$ cat src/sv/thwsm_pkg.sv
`timescale 1ns / 1ps
// shared types, constants and arithmetic helpers for the wheel speed mixer
package thwsm_pkg;

   localparam int SPEED_W   = 10;
   localparam int OUT_W     = 11;
   localparam int TILT_W    = 8;
   localparam int HEAD_W    = 12;
   localparam int RANGE_W   = 16;
   localparam int DZ_W      = 7;
   localparam int GAIN_W    = 12;
   localparam int CSR_IDX_W = 3;
   localparam int CSR_DAT_W = 16;
   localparam int SAT_W     = 19;

   // reciprocal of 90 in Q24, exact for every tilt times speed product
   localparam int RECIP_SHIFT  = 24;
   localparam int RECIP_W      = 18;
   localparam int SCALE_W      = SPEED_W + RECIP_W;
   localparam int RECIP_90_VAL = ((2 ** RECIP_SHIFT) + 89) / 90;
   localparam logic [RECIP_W-1:0] RECIP_90 = RECIP_W'(RECIP_90_VAL);

   localparam logic [SPEED_W-1:0] SPEED_LIMIT_RST = SPEED_W'(900);
   localparam logic [SPEED_W-1:0] SPEED_FLOOR_RST = SPEED_W'(150);
   localparam logic [DZ_W-1:0]    DEAD_ZONE_RST   = DZ_W'(5);
   localparam logic [RANGE_W-1:0] STOP_RANGE_RST  = RANGE_W'(25);
   localparam logic [GAIN_W-1:0]  KP_GAIN_RST     = GAIN_W'(768);
   localparam logic [GAIN_W-1:0]  KD_GAIN_RST     = GAIN_W'(26);
   localparam logic [SCALE_W-1:0] SCALE_RST       = SCALE_W'(900 * RECIP_90_VAL);

   localparam logic [RANGE_W-1:0] RANGE_NONE = {RANGE_W{1'b1}};

   localparam logic signed [HEAD_W:0] HALF_TURN = (HEAD_W + 1)'(1800);
   localparam logic signed [HEAD_W:0] FULL_TURN = (HEAD_W + 1)'(3600);

   typedef enum logic [CSR_IDX_W-1:0] {
      CSR_SPEED_LIMIT = 3'd0,
      CSR_SPEED_FLOOR = 3'd1,
      CSR_DEAD_ZONE   = 3'd2,
      CSR_STOP_RANGE  = 3'd3,
      CSR_KP_GAIN     = 3'd4,
      CSR_KD_GAIN     = 3'd5
   } csr_index_type;

   typedef struct packed {
      logic [SPEED_W-1:0] speed_limit;
      logic [SPEED_W-1:0] speed_floor;
      logic [DZ_W-1:0]    dead_zone;
      logic [RANGE_W-1:0] stop_range;
      logic [GAIN_W-1:0]  kp_gain;
      logic [GAIN_W-1:0]  kd_gain;
      logic [SCALE_W-1:0] speed_scale;
   } cfg_type;

   // magnitude of a signed tilt, -128 gives 128
   function automatic logic [TILT_W-1:0] tilt_mag(input logic [TILT_W-1:0] deg);
      tilt_mag = deg[TILT_W-1] ? (~deg + TILT_W'(1)) : deg;
   endfunction

   // floor(mag * speed_limit / 90) through the prescaled reciprocal
   function automatic logic [OUT_W-1:0] tilt_scale(input logic [TILT_W-1:0] mag,
                                                   input logic [SCALE_W-1:0] scale);
      logic [TILT_W+SCALE_W-1:0] prod;
      prod = {{SCALE_W{1'b0}}, mag} * {{TILT_W{1'b0}}, scale};
      tilt_scale = prod[RECIP_SHIFT +: OUT_W];
   endfunction

   // symmetric clamp to +-lim
   function automatic logic signed [OUT_W-1:0] sat_lim(input logic signed [SAT_W-1:0] v,
                                                       input logic [SPEED_W-1:0] lim);
      logic signed [SAT_W-1:0] lim_s;
      lim_s = $signed({{(SAT_W - SPEED_W){1'b0}}, lim});
      if (v > lim_s) begin
         sat_lim = lim_s[OUT_W-1:0];
      end else if (v < -lim_s) begin
         sat_lim = -lim_s[OUT_W-1:0];
      end else begin
         sat_lim = v[OUT_W-1:0];
      end
   endfunction

endpackage

$ cat src/sv/thwsm_ifs.sv
`timescale 1ns / 1ps
// valid/ready channel interfaces for sample, result and register words
interface thwsm_req_if;
   logic                                    valid;
   logic                                    ready;
   logic signed [thwsm_pkg::TILT_W-1:0]     pitch_deg;
   logic signed [thwsm_pkg::TILT_W-1:0]     roll_deg;
   logic        [thwsm_pkg::HEAD_W-1:0]     target_heading;
   logic        [thwsm_pkg::HEAD_W-1:0]     actual_heading;
   logic        [thwsm_pkg::RANGE_W-1:0]    obstacle_range;
   logic                                    heading_mode;

   modport source (output valid, pitch_deg, roll_deg, target_heading, actual_heading,
                   obstacle_range, heading_mode, input ready);
   modport sink   (input valid, pitch_deg, roll_deg, target_heading, actual_heading,
                   obstacle_range, heading_mode, output ready);
endinterface

interface thwsm_rsp_if;
   logic                                valid;
   logic                                ready;
   logic signed [thwsm_pkg::OUT_W-1:0]  left_speed;
   logic signed [thwsm_pkg::OUT_W-1:0]  right_speed;
   logic signed [thwsm_pkg::OUT_W-1:0]  drive_speed;
   logic signed [thwsm_pkg::OUT_W-1:0]  turn_speed;

   modport source (output valid, left_speed, right_speed, drive_speed, turn_speed,
                   input ready);
   modport sink   (input valid, left_speed, right_speed, drive_speed, turn_speed,
                   output ready);
endinterface

interface thwsm_csr_if;
   logic                                 valid;
   logic                                 ready;
   logic [thwsm_pkg::CSR_IDX_W-1:0]      index;
   logic [thwsm_pkg::CSR_DAT_W-1:0]      data;

   modport source (output valid, index, data, input ready);
   modport sink   (input valid, index, data, output ready);
endinterface

$ cat src/sv/thwsm_csr.sv
`timescale 1ns / 1ps
// configuration registers with the prescaled tilt reciprocal
module thwsm_csr (
   input  logic               clock,
   input  logic               reset,
   thwsm_csr_if.sink          csr_bus,
   output thwsm_pkg::cfg_type cfg
);

   thwsm_pkg::cfg_type cfg_ff;
   thwsm_pkg::cfg_type cfg_in;
   logic               wr;

   assign csr_bus.ready = 1'b1;
   assign wr            = csr_bus.valid;

   always_comb begin
      cfg_in = cfg_ff;
      if (wr) begin
         unique case (thwsm_pkg::csr_index_type'(csr_bus.index))
            thwsm_pkg::CSR_SPEED_LIMIT: begin
               cfg_in.speed_limit = csr_bus.data[thwsm_pkg::SPEED_W-1:0];
               cfg_in.speed_scale =
                  {{(thwsm_pkg::SCALE_W - thwsm_pkg::SPEED_W){1'b0}},
                   csr_bus.data[thwsm_pkg::SPEED_W-1:0]}
                  * {{(thwsm_pkg::SCALE_W - thwsm_pkg::RECIP_W){1'b0}}, thwsm_pkg::RECIP_90};
            end
            thwsm_pkg::CSR_SPEED_FLOOR: begin
               cfg_in.speed_floor = csr_bus.data[thwsm_pkg::SPEED_W-1:0];
            end
            thwsm_pkg::CSR_DEAD_ZONE: begin
               cfg_in.dead_zone = csr_bus.data[thwsm_pkg::DZ_W-1:0];
            end
            thwsm_pkg::CSR_STOP_RANGE: begin
               cfg_in.stop_range = csr_bus.data[thwsm_pkg::RANGE_W-1:0];
            end
            thwsm_pkg::CSR_KP_GAIN: begin
               cfg_in.kp_gain = csr_bus.data[thwsm_pkg::GAIN_W-1:0];
            end
            thwsm_pkg::CSR_KD_GAIN: begin
               cfg_in.kd_gain = csr_bus.data[thwsm_pkg::GAIN_W-1:0];
            end
            default: begin
               cfg_in = cfg_ff;
            end
         endcase
      end
   end

   always_ff @(posedge clock) begin
      if (reset) begin
         cfg_ff.speed_limit <= thwsm_pkg::SPEED_LIMIT_RST;
         cfg_ff.speed_floor <= thwsm_pkg::SPEED_FLOOR_RST;
         cfg_ff.dead_zone   <= thwsm_pkg::DEAD_ZONE_RST;
         cfg_ff.stop_range  <= thwsm_pkg::STOP_RANGE_RST;
         cfg_ff.kp_gain     <= thwsm_pkg::KP_GAIN_RST;
         cfg_ff.kd_gain     <= thwsm_pkg::KD_GAIN_RST;
         cfg_ff.speed_scale <= thwsm_pkg::SCALE_RST;
      end else begin
         cfg_ff <= cfg_in;
      end
   end

   assign cfg = cfg_ff;

endmodule

$ cat src/sv/thwsm_drive.sv
`timescale 1ns / 1ps
// drive speed from pitch: dead zone, minimum, limit and obstacle stop
module thwsm_drive (
   input  thwsm_pkg::cfg_type                      cfg,
   input  logic signed [thwsm_pkg::TILT_W-1:0]     pitch_deg,
   input  logic        [thwsm_pkg::RANGE_W-1:0]    obstacle_range,
   output logic signed [thwsm_pkg::OUT_W-1:0]      drive_speed
);

   logic [thwsm_pkg::TILT_W-1:0] mag;
   logic [thwsm_pkg::OUT_W-1:0]  scaled;
   logic [thwsm_pkg::OUT_W-1:0]  m_dz;
   logic [thwsm_pkg::OUT_W-1:0]  m_min;
   logic [thwsm_pkg::OUT_W-1:0]  m_sat;
   logic [thwsm_pkg::OUT_W-1:0]  min_ext;
   logic [thwsm_pkg::OUT_W-1:0]  max_ext;
   logic                         stop;

   assign mag     = thwsm_pkg::tilt_mag(pitch_deg);
   assign scaled  = thwsm_pkg::tilt_scale(mag, cfg.speed_scale);
   assign min_ext = {1'b0, cfg.speed_floor};
   assign max_ext = {1'b0, cfg.speed_limit};

   always_comb begin
      m_dz  = (mag < {1'b0, cfg.dead_zone}) ? '0 : scaled;
      m_min = ((m_dz != '0) && (m_dz < min_ext)) ? min_ext : m_dz;
      m_sat = (m_min > max_ext) ? max_ext : m_min;
      stop  = (obstacle_range < cfg.stop_range) && (obstacle_range != thwsm_pkg::RANGE_NONE)
              && !pitch_deg[thwsm_pkg::TILT_W-1];
      if (stop) begin
         drive_speed = '0;
      end else if (pitch_deg[thwsm_pkg::TILT_W-1]) begin
         drive_speed = $signed(~m_sat + thwsm_pkg::OUT_W'(1));
      end else begin
         drive_speed = $signed(m_sat);
      end
   end

endmodule

$ cat src/sv/thwsm_turn.sv
`timescale 1ns / 1ps
// turn speed from roll or from pd on the wrapped heading error
module thwsm_turn (
   input  thwsm_pkg::cfg_type                      cfg,
   input  logic signed [thwsm_pkg::TILT_W-1:0]     roll_deg,
   input  logic        [thwsm_pkg::HEAD_W-1:0]     target_heading,
   input  logic        [thwsm_pkg::HEAD_W-1:0]     actual_heading,
   input  logic                                    heading_mode,
   input  logic signed [thwsm_pkg::HEAD_W-1:0]     last_err,
   output logic signed [thwsm_pkg::HEAD_W-1:0]     head_err,
   output logic signed [thwsm_pkg::OUT_W-1:0]      turn_speed
);

   localparam int EW = thwsm_pkg::HEAD_W + 1;
   localparam int GW = thwsm_pkg::GAIN_W + 1;
   localparam int PW = GW + thwsm_pkg::HEAD_W;
   localparam int DW = GW + EW;
   localparam int AW = DW + 1;

   logic [thwsm_pkg::TILT_W-1:0]  mag;
   logic [thwsm_pkg::OUT_W-1:0]   scaled;
   logic [thwsm_pkg::OUT_W-1:0]   max_ext;
   logic [thwsm_pkg::OUT_W-1:0]   roll_m;
   logic signed [thwsm_pkg::OUT_W-1:0] roll_turn;
   logic signed [EW-1:0]          diff;
   logic signed [EW-1:0]          wrapped;
   logic signed [EW-1:0]          derr;
   logic signed [PW-1:0]          p_term;
   logic signed [DW-1:0]          d_term;
   logic signed [AW-1:0]          acc;
   logic signed [thwsm_pkg::OUT_W-1:0] pd_turn;

   assign mag     = thwsm_pkg::tilt_mag(roll_deg);
   assign scaled  = thwsm_pkg::tilt_scale(mag, cfg.speed_scale);
   assign max_ext = {1'b0, cfg.speed_limit};

   always_comb begin
      if (mag < {1'b0, cfg.dead_zone}) begin
         roll_m = '0;
      end else begin
         roll_m = (scaled > max_ext) ? max_ext : scaled;
      end
      roll_turn = roll_deg[thwsm_pkg::TILT_W-1] ? $signed(~roll_m + thwsm_pkg::OUT_W'(1))
                                                : $signed(roll_m);
   end

   always_comb begin
      diff = $signed({1'b0, target_heading}) - $signed({1'b0, actual_heading});
      priority if (diff > thwsm_pkg::HALF_TURN) begin
         wrapped = diff - thwsm_pkg::FULL_TURN;
      end else if (diff < -thwsm_pkg::HALF_TURN) begin
         wrapped = diff + thwsm_pkg::FULL_TURN;
      end else begin
         wrapped = diff;
      end
   end

   assign head_err = wrapped[thwsm_pkg::HEAD_W-1:0];
   assign derr     = {head_err[thwsm_pkg::HEAD_W-1], head_err}
                   - {last_err[thwsm_pkg::HEAD_W-1], last_err};
   assign p_term   = $signed({1'b0, cfg.kp_gain}) * head_err;
   assign d_term   = $signed({1'b0, cfg.kd_gain}) * derr;
   assign acc      = {{(AW - PW){p_term[PW-1]}}, p_term} + {d_term[DW-1], d_term};
   // arithmetic shift right by 8 is a floor divide
   assign pd_turn  = thwsm_pkg::sat_lim(acc[AW-1:8], cfg.speed_limit);

   assign turn_speed = heading_mode ? pd_turn : roll_turn;

endmodule

$ cat src/sv/tilt_heading_wheel_speed_mixer.sv
`timescale 1ns / 1ps
// top level: sample register, mixer logic and result register
// an accepted sample word passes through the sample register, then the result register, to rsp_bus
// throughput: one sample word per cycle while rsp_bus is ready, set by the single input and result register pair
// a stalled result register still lets one more sample word wait in the input register
// reset: synchronous, clears both valid flags and the stored heading error,
// and loads the register defaults (max 900, min 150, dead zone 5, stop 25, kp 768, kd 26)
module tilt_heading_wheel_speed_mixer (
   input  logic        clock,
   input  logic        reset,
   thwsm_req_if.sink   req_bus,
   thwsm_rsp_if.source rsp_bus,
   thwsm_csr_if.sink   csr_bus
);

   thwsm_pkg::cfg_type cfg;

   logic                                    s1_valid_ff;
   logic signed [thwsm_pkg::TILT_W-1:0]     pitch_ff;
   logic signed [thwsm_pkg::TILT_W-1:0]     roll_ff;
   logic        [thwsm_pkg::HEAD_W-1:0]     target_ff;
   logic        [thwsm_pkg::HEAD_W-1:0]     meas_ff;
   logic        [thwsm_pkg::RANGE_W-1:0]    range_ff;
   logic                                    mode_ff;

   logic signed [thwsm_pkg::HEAD_W-1:0]     last_err_ff;
   logic signed [thwsm_pkg::HEAD_W-1:0]     head_err;

   logic                                    rsp_valid_ff;
   logic signed [thwsm_pkg::OUT_W-1:0]      left_ff;
   logic signed [thwsm_pkg::OUT_W-1:0]      right_ff;
   logic signed [thwsm_pkg::OUT_W-1:0]      drive_ff;
   logic signed [thwsm_pkg::OUT_W-1:0]      turn_ff;

   logic signed [thwsm_pkg::OUT_W-1:0]      drive_speed;
   logic signed [thwsm_pkg::OUT_W-1:0]      turn_speed;
   logic signed [thwsm_pkg::OUT_W-1:0]      left_in;
   logic signed [thwsm_pkg::OUT_W-1:0]      right_in;
   logic signed [thwsm_pkg::OUT_W:0]        diff_sum;
   logic signed [thwsm_pkg::OUT_W:0]        add_sum;

   logic advance;
   logic take;

   thwsm_csr u_csr (
      .clock   (clock),
      .reset   (reset),
      .csr_bus (csr_bus),
      .cfg     (cfg)
   );

   thwsm_drive u_drive (
      .cfg            (cfg),
      .pitch_deg      (pitch_ff),
      .obstacle_range (range_ff),
      .drive_speed    (drive_speed)
   );

   thwsm_turn u_turn (
      .cfg            (cfg),
      .roll_deg       (roll_ff),
      .target_heading (target_ff),
      .actual_heading (meas_ff),
      .heading_mode   (mode_ff),
      .last_err       (last_err_ff),
      .head_err       (head_err),
      .turn_speed     (turn_speed)
   );

   assign advance       = s1_valid_ff && (!rsp_valid_ff || rsp_bus.ready);
   assign req_bus.ready = !s1_valid_ff || advance;
   assign take          = req_bus.valid && req_bus.ready;

   assign diff_sum = {drive_speed[thwsm_pkg::OUT_W-1], drive_speed}
                   - {turn_speed[thwsm_pkg::OUT_W-1], turn_speed};
   assign add_sum  = {drive_speed[thwsm_pkg::OUT_W-1], drive_speed}
                   + {turn_speed[thwsm_pkg::OUT_W-1], turn_speed};
   assign left_in  = thwsm_pkg::sat_lim(
      {{(thwsm_pkg::SAT_W - thwsm_pkg::OUT_W - 1){diff_sum[thwsm_pkg::OUT_W]}}, diff_sum},
      cfg.speed_limit);
   assign right_in = thwsm_pkg::sat_lim(
      {{(thwsm_pkg::SAT_W - thwsm_pkg::OUT_W - 1){add_sum[thwsm_pkg::OUT_W]}}, add_sum},
      cfg.speed_limit);

   // control state
   always_ff @(posedge clock) begin
      if (reset) begin
         s1_valid_ff  <= 1'b0;
         rsp_valid_ff <= 1'b0;
         last_err_ff  <= '0;
      end else begin
         if (take) begin
            s1_valid_ff <= 1'b1;
         end else if (advance) begin
            s1_valid_ff <= 1'b0;
         end
         if (advance) begin
            rsp_valid_ff <= 1'b1;
         end else if (rsp_bus.ready) begin
            rsp_valid_ff <= 1'b0;
         end
         if (advance && mode_ff) begin
            last_err_ff <= head_err;
         end
      end
   end

   // sample word register
   always_ff @(posedge clock) begin
      if (take) begin
         pitch_ff  <= req_bus.pitch_deg;
         roll_ff   <= req_bus.roll_deg;
         target_ff <= req_bus.target_heading;
         meas_ff   <= req_bus.actual_heading;
         range_ff  <= req_bus.obstacle_range;
         mode_ff   <= req_bus.heading_mode;
      end
   end

   // result word register
   always_ff @(posedge clock) begin
      if (advance) begin
         left_ff  <= left_in;
         right_ff <= right_in;
         drive_ff <= drive_speed;
         turn_ff  <= turn_speed;
      end
   end

   assign rsp_bus.valid       = rsp_valid_ff;
   assign rsp_bus.left_speed  = left_ff;
   assign rsp_bus.right_speed = right_ff;
   assign rsp_bus.drive_speed = drive_ff;
   assign rsp_bus.turn_speed  = turn_ff;

`ifndef ASSERT_OFF
   a_no_turn_same_speed: assert property (@(posedge clock) disable iff (reset)
      (rsp_valid_ff && (turn_ff == '0)) |-> ((left_ff == drive_ff) && (right_ff == drive_ff)))
      else $error("zero turn but wheel speeds differ from drive");

   a_spin_symmetric: assert property (@(posedge clock) disable iff (reset)
      (rsp_valid_ff && (drive_ff == '0)) |-> (left_ff == -right_ff))
      else $error("spin in place is not symmetric");

   a_err_wrapped: assert property (@(posedge clock) disable iff (reset)
      (last_err_ff <= 12'sd1800) && (last_err_ff >= -12'sd1800))
      else $error("stored heading error outside half turn");

   a_full_blocks: assert property (@(posedge clock) disable iff (reset)
      (s1_valid_ff && rsp_valid_ff && !rsp_bus.ready) |-> !req_bus.ready)
      else $error("sample word taken while both registers are held");
`endif

endmodule
$ cat src/flat_wrapper.sv
// flat-port wrapper written by rule: the top's interface ports become plain ports
module tilt_heading_wheel_speed_mixer_flat 
  (clock, reset, req_bus_valid, req_bus_pitch_deg, req_bus_roll_deg, req_bus_target_heading, req_bus_actual_heading, req_bus_obstacle_range, req_bus_heading_mode, req_bus_ready, rsp_bus_valid, rsp_bus_left_speed, rsp_bus_right_speed, rsp_bus_drive_speed, rsp_bus_turn_speed, rsp_bus_ready, csr_bus_valid, csr_bus_index, csr_bus_data, csr_bus_ready);
  thwsm_req_if req_bus_i ();
  thwsm_rsp_if rsp_bus_i ();
  thwsm_csr_if csr_bus_i ();
  input  logic clock;
  input  logic reset;
  input wire logic [$bits(req_bus_i.valid)-1:0] req_bus_valid;
  input wire logic [$bits(req_bus_i.pitch_deg)-1:0] req_bus_pitch_deg;
  input wire logic [$bits(req_bus_i.roll_deg)-1:0] req_bus_roll_deg;
  input wire logic [$bits(req_bus_i.target_heading)-1:0] req_bus_target_heading;
  input wire logic [$bits(req_bus_i.actual_heading)-1:0] req_bus_actual_heading;
  input wire logic [$bits(req_bus_i.obstacle_range)-1:0] req_bus_obstacle_range;
  input wire logic [$bits(req_bus_i.heading_mode)-1:0] req_bus_heading_mode;
  output wire logic [$bits(req_bus_i.ready)-1:0] req_bus_ready;
  output wire logic [$bits(rsp_bus_i.valid)-1:0] rsp_bus_valid;
  output wire logic [$bits(rsp_bus_i.left_speed)-1:0] rsp_bus_left_speed;
  output wire logic [$bits(rsp_bus_i.right_speed)-1:0] rsp_bus_right_speed;
  output wire logic [$bits(rsp_bus_i.drive_speed)-1:0] rsp_bus_drive_speed;
  output wire logic [$bits(rsp_bus_i.turn_speed)-1:0] rsp_bus_turn_speed;
  input wire logic [$bits(rsp_bus_i.ready)-1:0] rsp_bus_ready;
  input wire logic [$bits(csr_bus_i.valid)-1:0] csr_bus_valid;
  input wire logic [$bits(csr_bus_i.index)-1:0] csr_bus_index;
  input wire logic [$bits(csr_bus_i.data)-1:0] csr_bus_data;
  output wire logic [$bits(csr_bus_i.ready)-1:0] csr_bus_ready;
  assign req_bus_i.valid = req_bus_valid;
  assign req_bus_i.pitch_deg = req_bus_pitch_deg;
  assign req_bus_i.roll_deg = req_bus_roll_deg;
  assign req_bus_i.target_heading = req_bus_target_heading;
  assign req_bus_i.actual_heading = req_bus_actual_heading;
  assign req_bus_i.obstacle_range = req_bus_obstacle_range;
  assign req_bus_i.heading_mode = req_bus_heading_mode;
  assign req_bus_ready = req_bus_i.ready;
  assign rsp_bus_valid = rsp_bus_i.valid;
  assign rsp_bus_left_speed = rsp_bus_i.left_speed;
  assign rsp_bus_right_speed = rsp_bus_i.right_speed;
  assign rsp_bus_drive_speed = rsp_bus_i.drive_speed;
  assign rsp_bus_turn_speed = rsp_bus_i.turn_speed;
  assign rsp_bus_i.ready = rsp_bus_ready;
  assign csr_bus_i.valid = csr_bus_valid;
  assign csr_bus_i.index = csr_bus_index;
  assign csr_bus_i.data = csr_bus_data;
  assign csr_bus_ready = csr_bus_i.ready;
  tilt_heading_wheel_speed_mixer u_core (.clock(clock), .reset(reset), .req_bus(req_bus_i), .rsp_bus(rsp_bus_i), .csr_bus(csr_bus_i));
endmodule
$ cat config.mk
export PLATFORM = sky130hd
export DESIGN_NAME = tilt_heading_wheel_speed_mixer_flat
export DESIGN_NICKNAME = d
export VERILOG_FILES = /design/src/sv/thwsm_pkg.sv /design/src/sv/thwsm_ifs.sv /design/src/sv/thwsm_csr.sv /design/src/sv/thwsm_drive.sv /design/src/sv/thwsm_turn.sv /design/src/sv/tilt_heading_wheel_speed_mixer.sv /design/src/flat_wrapper.sv
export SDC_FILE = /design/constraint.sdc
export NUM_CORES = 2
export LEC_CHECK = 0
export ABC_AREA = 1
export BUFFER_PORTS_ARGS = -buffer_cell sky130_fd_sc_hd__buf_2
export CAP_MARGIN = 20
export CELL_PAD_IN_SITES_DETAIL_PLACEMENT = 1
export CELL_PAD_IN_SITES_GLOBAL_PLACEMENT = 2
export CORE_MARGIN = 1
export CORE_UTILIZATION = 36
export CTS_CLUSTER_DIAMETER = 40
export CTS_CLUSTER_SIZE = 40
export DETAILED_ROUTE_END_ITERATION = 8
export HOLD_SLACK_MARGIN = 0.02
export PLACE_DENSITY = 0.77
export SETUP_SLACK_MARGIN = 0.3
export SLEW_MARGIN = 10
export SYNTH_ARGS = -nofsm -noshare
export SYNTH_HDL_FRONTEND = slang
export SYNTH_SLANG_ARGS = --single-unit
export TNS_END_PERCENT = 30
$ cat constraint.sdc
create_clock -name clock -period 14.8 [get_ports clock]
set_clock_uncertainty 0.15 [all_clocks]
set_input_delay 0.74 -clock clock [delete_from_list [all_inputs] [get_ports clock]]
set_output_delay 0.74 -clock clock [all_outputs]
set_load 0.1 [all_outputs]
==> out/results.ini <==
[routing]
dr.pass1.iters = 5
drc_errors = 0
initialDrtViolationCount = 1807
routed_via_density = 5.033
route.vias.total = 36241
totalWireLength_um = 145400
postRouteAntennaNets = 0
detail_route.wl_per_cell_um = 20.19

[clock_network]
clock_sinks = 208
cts_buffers = 52
root_buffer = clkbuf_16
ctsHoldBuffers = 0
clk_latency_ns = 0.64
cts_tree = built
clockBufferDepth = 3
h-tree-depth = 2
clk_pin_slew_ns = 0.06

[job]
drv_cap = 0

[floorplan]
die_h_um = 338.2
rows = 122
io_pins = 128
die_w_um = 338.2
coreArea_um2 = 111300
start_util_pct = 36.56
die_area_um2 = 114300

[sta]
slew_headroom_pct = 10.04
setup-tns-final_ns = -6.753
rsz0062_at_grt = yes
worstMarginPinSlew_ns = 1.337
layout_setup_ws_ns = -0.4530
period_needed_ns = 15.25
hold_violations = 0
fin_crit_sh_pct = 103.1
clock.fmax_ghz = 0.06556
finalSetupViolCount = 22
drv_slew = 0

[setup_path]
cp-startpoint = u_core.target_ff[0]
required_ns = 15.01
crit_arrival_ns = 15.47
r2r_slack_ns = -0.45
cp-endpoint = u_core.rsp_bus.left_speed[6]
r2r-start = u_core.target_ff[0]
cp-end-kind = register
worstPathMaxFanout = 7
reg2reg_depth = 90
cpPeakStageDelay_ns = 0.56
cp-start-kind = register
r2r_end = u_core.rsp_bus.left_speed[6]
path_class = reg -> reg
crit_path_top_delay_cell = fa_1

[synth]
yosys_warnings = 0
synth_area_leaders = fa_1 29%, ha_1 16%, inv_1 10%
ys_top_cells_by_count = 1136 x inv_1, 1012 x nand2_1, 592 x fa_1
synth_nets = 6416
synthMostInstantiatedCell = inv_1
synth-seq-cells = 208
ys_seq_area_share_pct = 12.72
yosys_most_used_dff = dfxtp_1
synth_top_cell_by_area = fa_1
synth_cell_type_count = 73
synth_area_um2 = 40680
synth_top_area_share_pct = 29.13
synth_area_per_cell_um2 = 7.782
synth-edff-count = 101
syn_inst = 5227
synthArstFlopShare_pct = 0

[final_layout]
diodes = 0
utilization_pct = 44.15
postLayoutCellArea_um2 = 49130
drive_above_1_share_pct = 17.68
nFillCells = 13560
area_growth_pct = 20.76
num-nets-final = 6857
stdcell_count = 7200

[placed_design]
place_congestion = 0.9100
dp_hpwl_um = 118400
place_area_um2 = 45240
dpl.cell_count = 7015
io_buffers = 126

[global_routing]
grt.total_usage_pct = 25.54
grt_max_degree = 80
antenna_found_initial = 2
grt_pass1_wl_um = 227300
grt_pass1_vias = 39959
grt_overflow = 0

[outcome]
violations = negative setup slack
status = finished, violations left

[min_path]
hp-class = in -> reg

critical path: cells and delay by family, from the launching register on:
kind / cells / cell delay, ns
adder cells (fa/ha/maj): 15 / 5.43
AO/OA/AOI/OAI: 24 / 3.80
AND/OR/NAND/NOR: 34 / 3.74
buffers and inverters: 15 / 1.15
flip-flops: 1 / 0.35
XOR/XNOR: 2 / 0.32
layout make-up:
cell class | count | area (um2) | share of cell area, %
clock inverters | 37 | 523.0 | 1.065
multi-input cells | 3694 | 31980 | 65.10
inverters | 1183 | 4488 | 9.136
repair buffers | 528 | 3745 | 7.623
flip-flops and latches | 208 | 5175 | 10.53
well taps | 1488 | 1862 | 3.790
clock buffers | 61 | 1345 | 2.738
repair inverters | 1 | 5.005 | 0.01019
kinds of logic after synthesis:
family                     after synthesis  synth area share, %
buffers and inverters                 1326                12.40
xor gates and xnor gates                88                1.987
DFF                                    208                12.72
other                                    1             0.009219
adders and majority gates             1108                45.00
and+or+nand+nor                       1828                18.58
AOI/OAI and AO/OA                      668                9.295
routing by layer:
layer,vias up,wire [um],track usage [%]
li1,17078,-,-
met1,18342,61230,31.00
met2,573,73730,46.32
met3,244,4123,2.336
met4,4,6266,9.896
met5,-,23,0
flip-flops by register name, summed over array words and instances (netlist names):
name	count
u_core.rsp_bus.turn_speed	11
u_core.rsp_bus.valid	1
u_core.pitch_ff	8
u_core.u_csr.cfg	93
u_core.range_ff	16
u_core.roll_ff	8
u_core.target_ff	12
u_core.rsp_bus.drive_speed	11
u_core.last_err_ff	12
u_core.rsp_bus.right_speed	11
u_core.mode_ff	1
u_core.meas_ff	12
u_core.s1_valid_ff	1
u_core.rsp_bus.left_speed	11
through the flow:
stage / hold WS, ns / worst slack, ns
after CTS: 0.07997 / -0.1987
after detailed placement: 0.3093 / -0.6611
after global placement: 0.2989 / -0.3906
final: 0.1239 / -0.4530
after floorplan: 0.2831 / 0.3156
after global routing: 0.08994 / -1.164
cells in the final DEF (no fill, tap or decap), drive strengths merged, types with 10 or more instances in the layout:
| cell | count |
|---|---|
| edfxtp | 101 |
| nor2 | 492 |
| dfxtp | 107 |
| clkinv | 40 |
| o21bai | 14 |
| nor3 | 36 |
| clkbuf | 61 |
| xnor2 | 23 |
| o21ai | 224 |
| o211ai | 38 |
| a21o | 11 |
| nand3 | 177 |
| nand4 | 32 |
| bufinv | 10 |
| buf | 528 |
| a21oi | 305 |
| or2 | 24 |
| xor2 | 65 |
| inv | 1166 |
| nor4 | 16 |
| ha | 516 |
| nand2 | 1035 |
| fa | 592 |
what timing repair did:
item,4_1_cts,5_1_grt
setup endpoints to repair,22,22
gates cloned,2,1
pin swaps,100,132
buffers inserted,42,42
gates resized for setup,156,205
worst min-delay path by stage:
stage,cells after the start,startpoint,to
after floorplan,2,u_core.u_csr.cfg[62],u_core.u_csr.cfg[62]
after CTS,1,req_bus_target_heading[11],u_core.target_ff[11]
after global placement,2,u_core.u_csr.cfg[65],u_core.u_csr.cfg[65]
final,1,req_bus_target_heading[10],u_core.target_ff[10]
after detailed placement,2,u_core.u_csr.cfg[65],u_core.u_csr.cfg[65]
after global routing,1,req_bus_actual_heading[10],u_core.meas_ff[10]
Power is left out: the tool's default activity adds up to more than one toggle a clock period on the data nets, which glitch-free logic cannot reach.
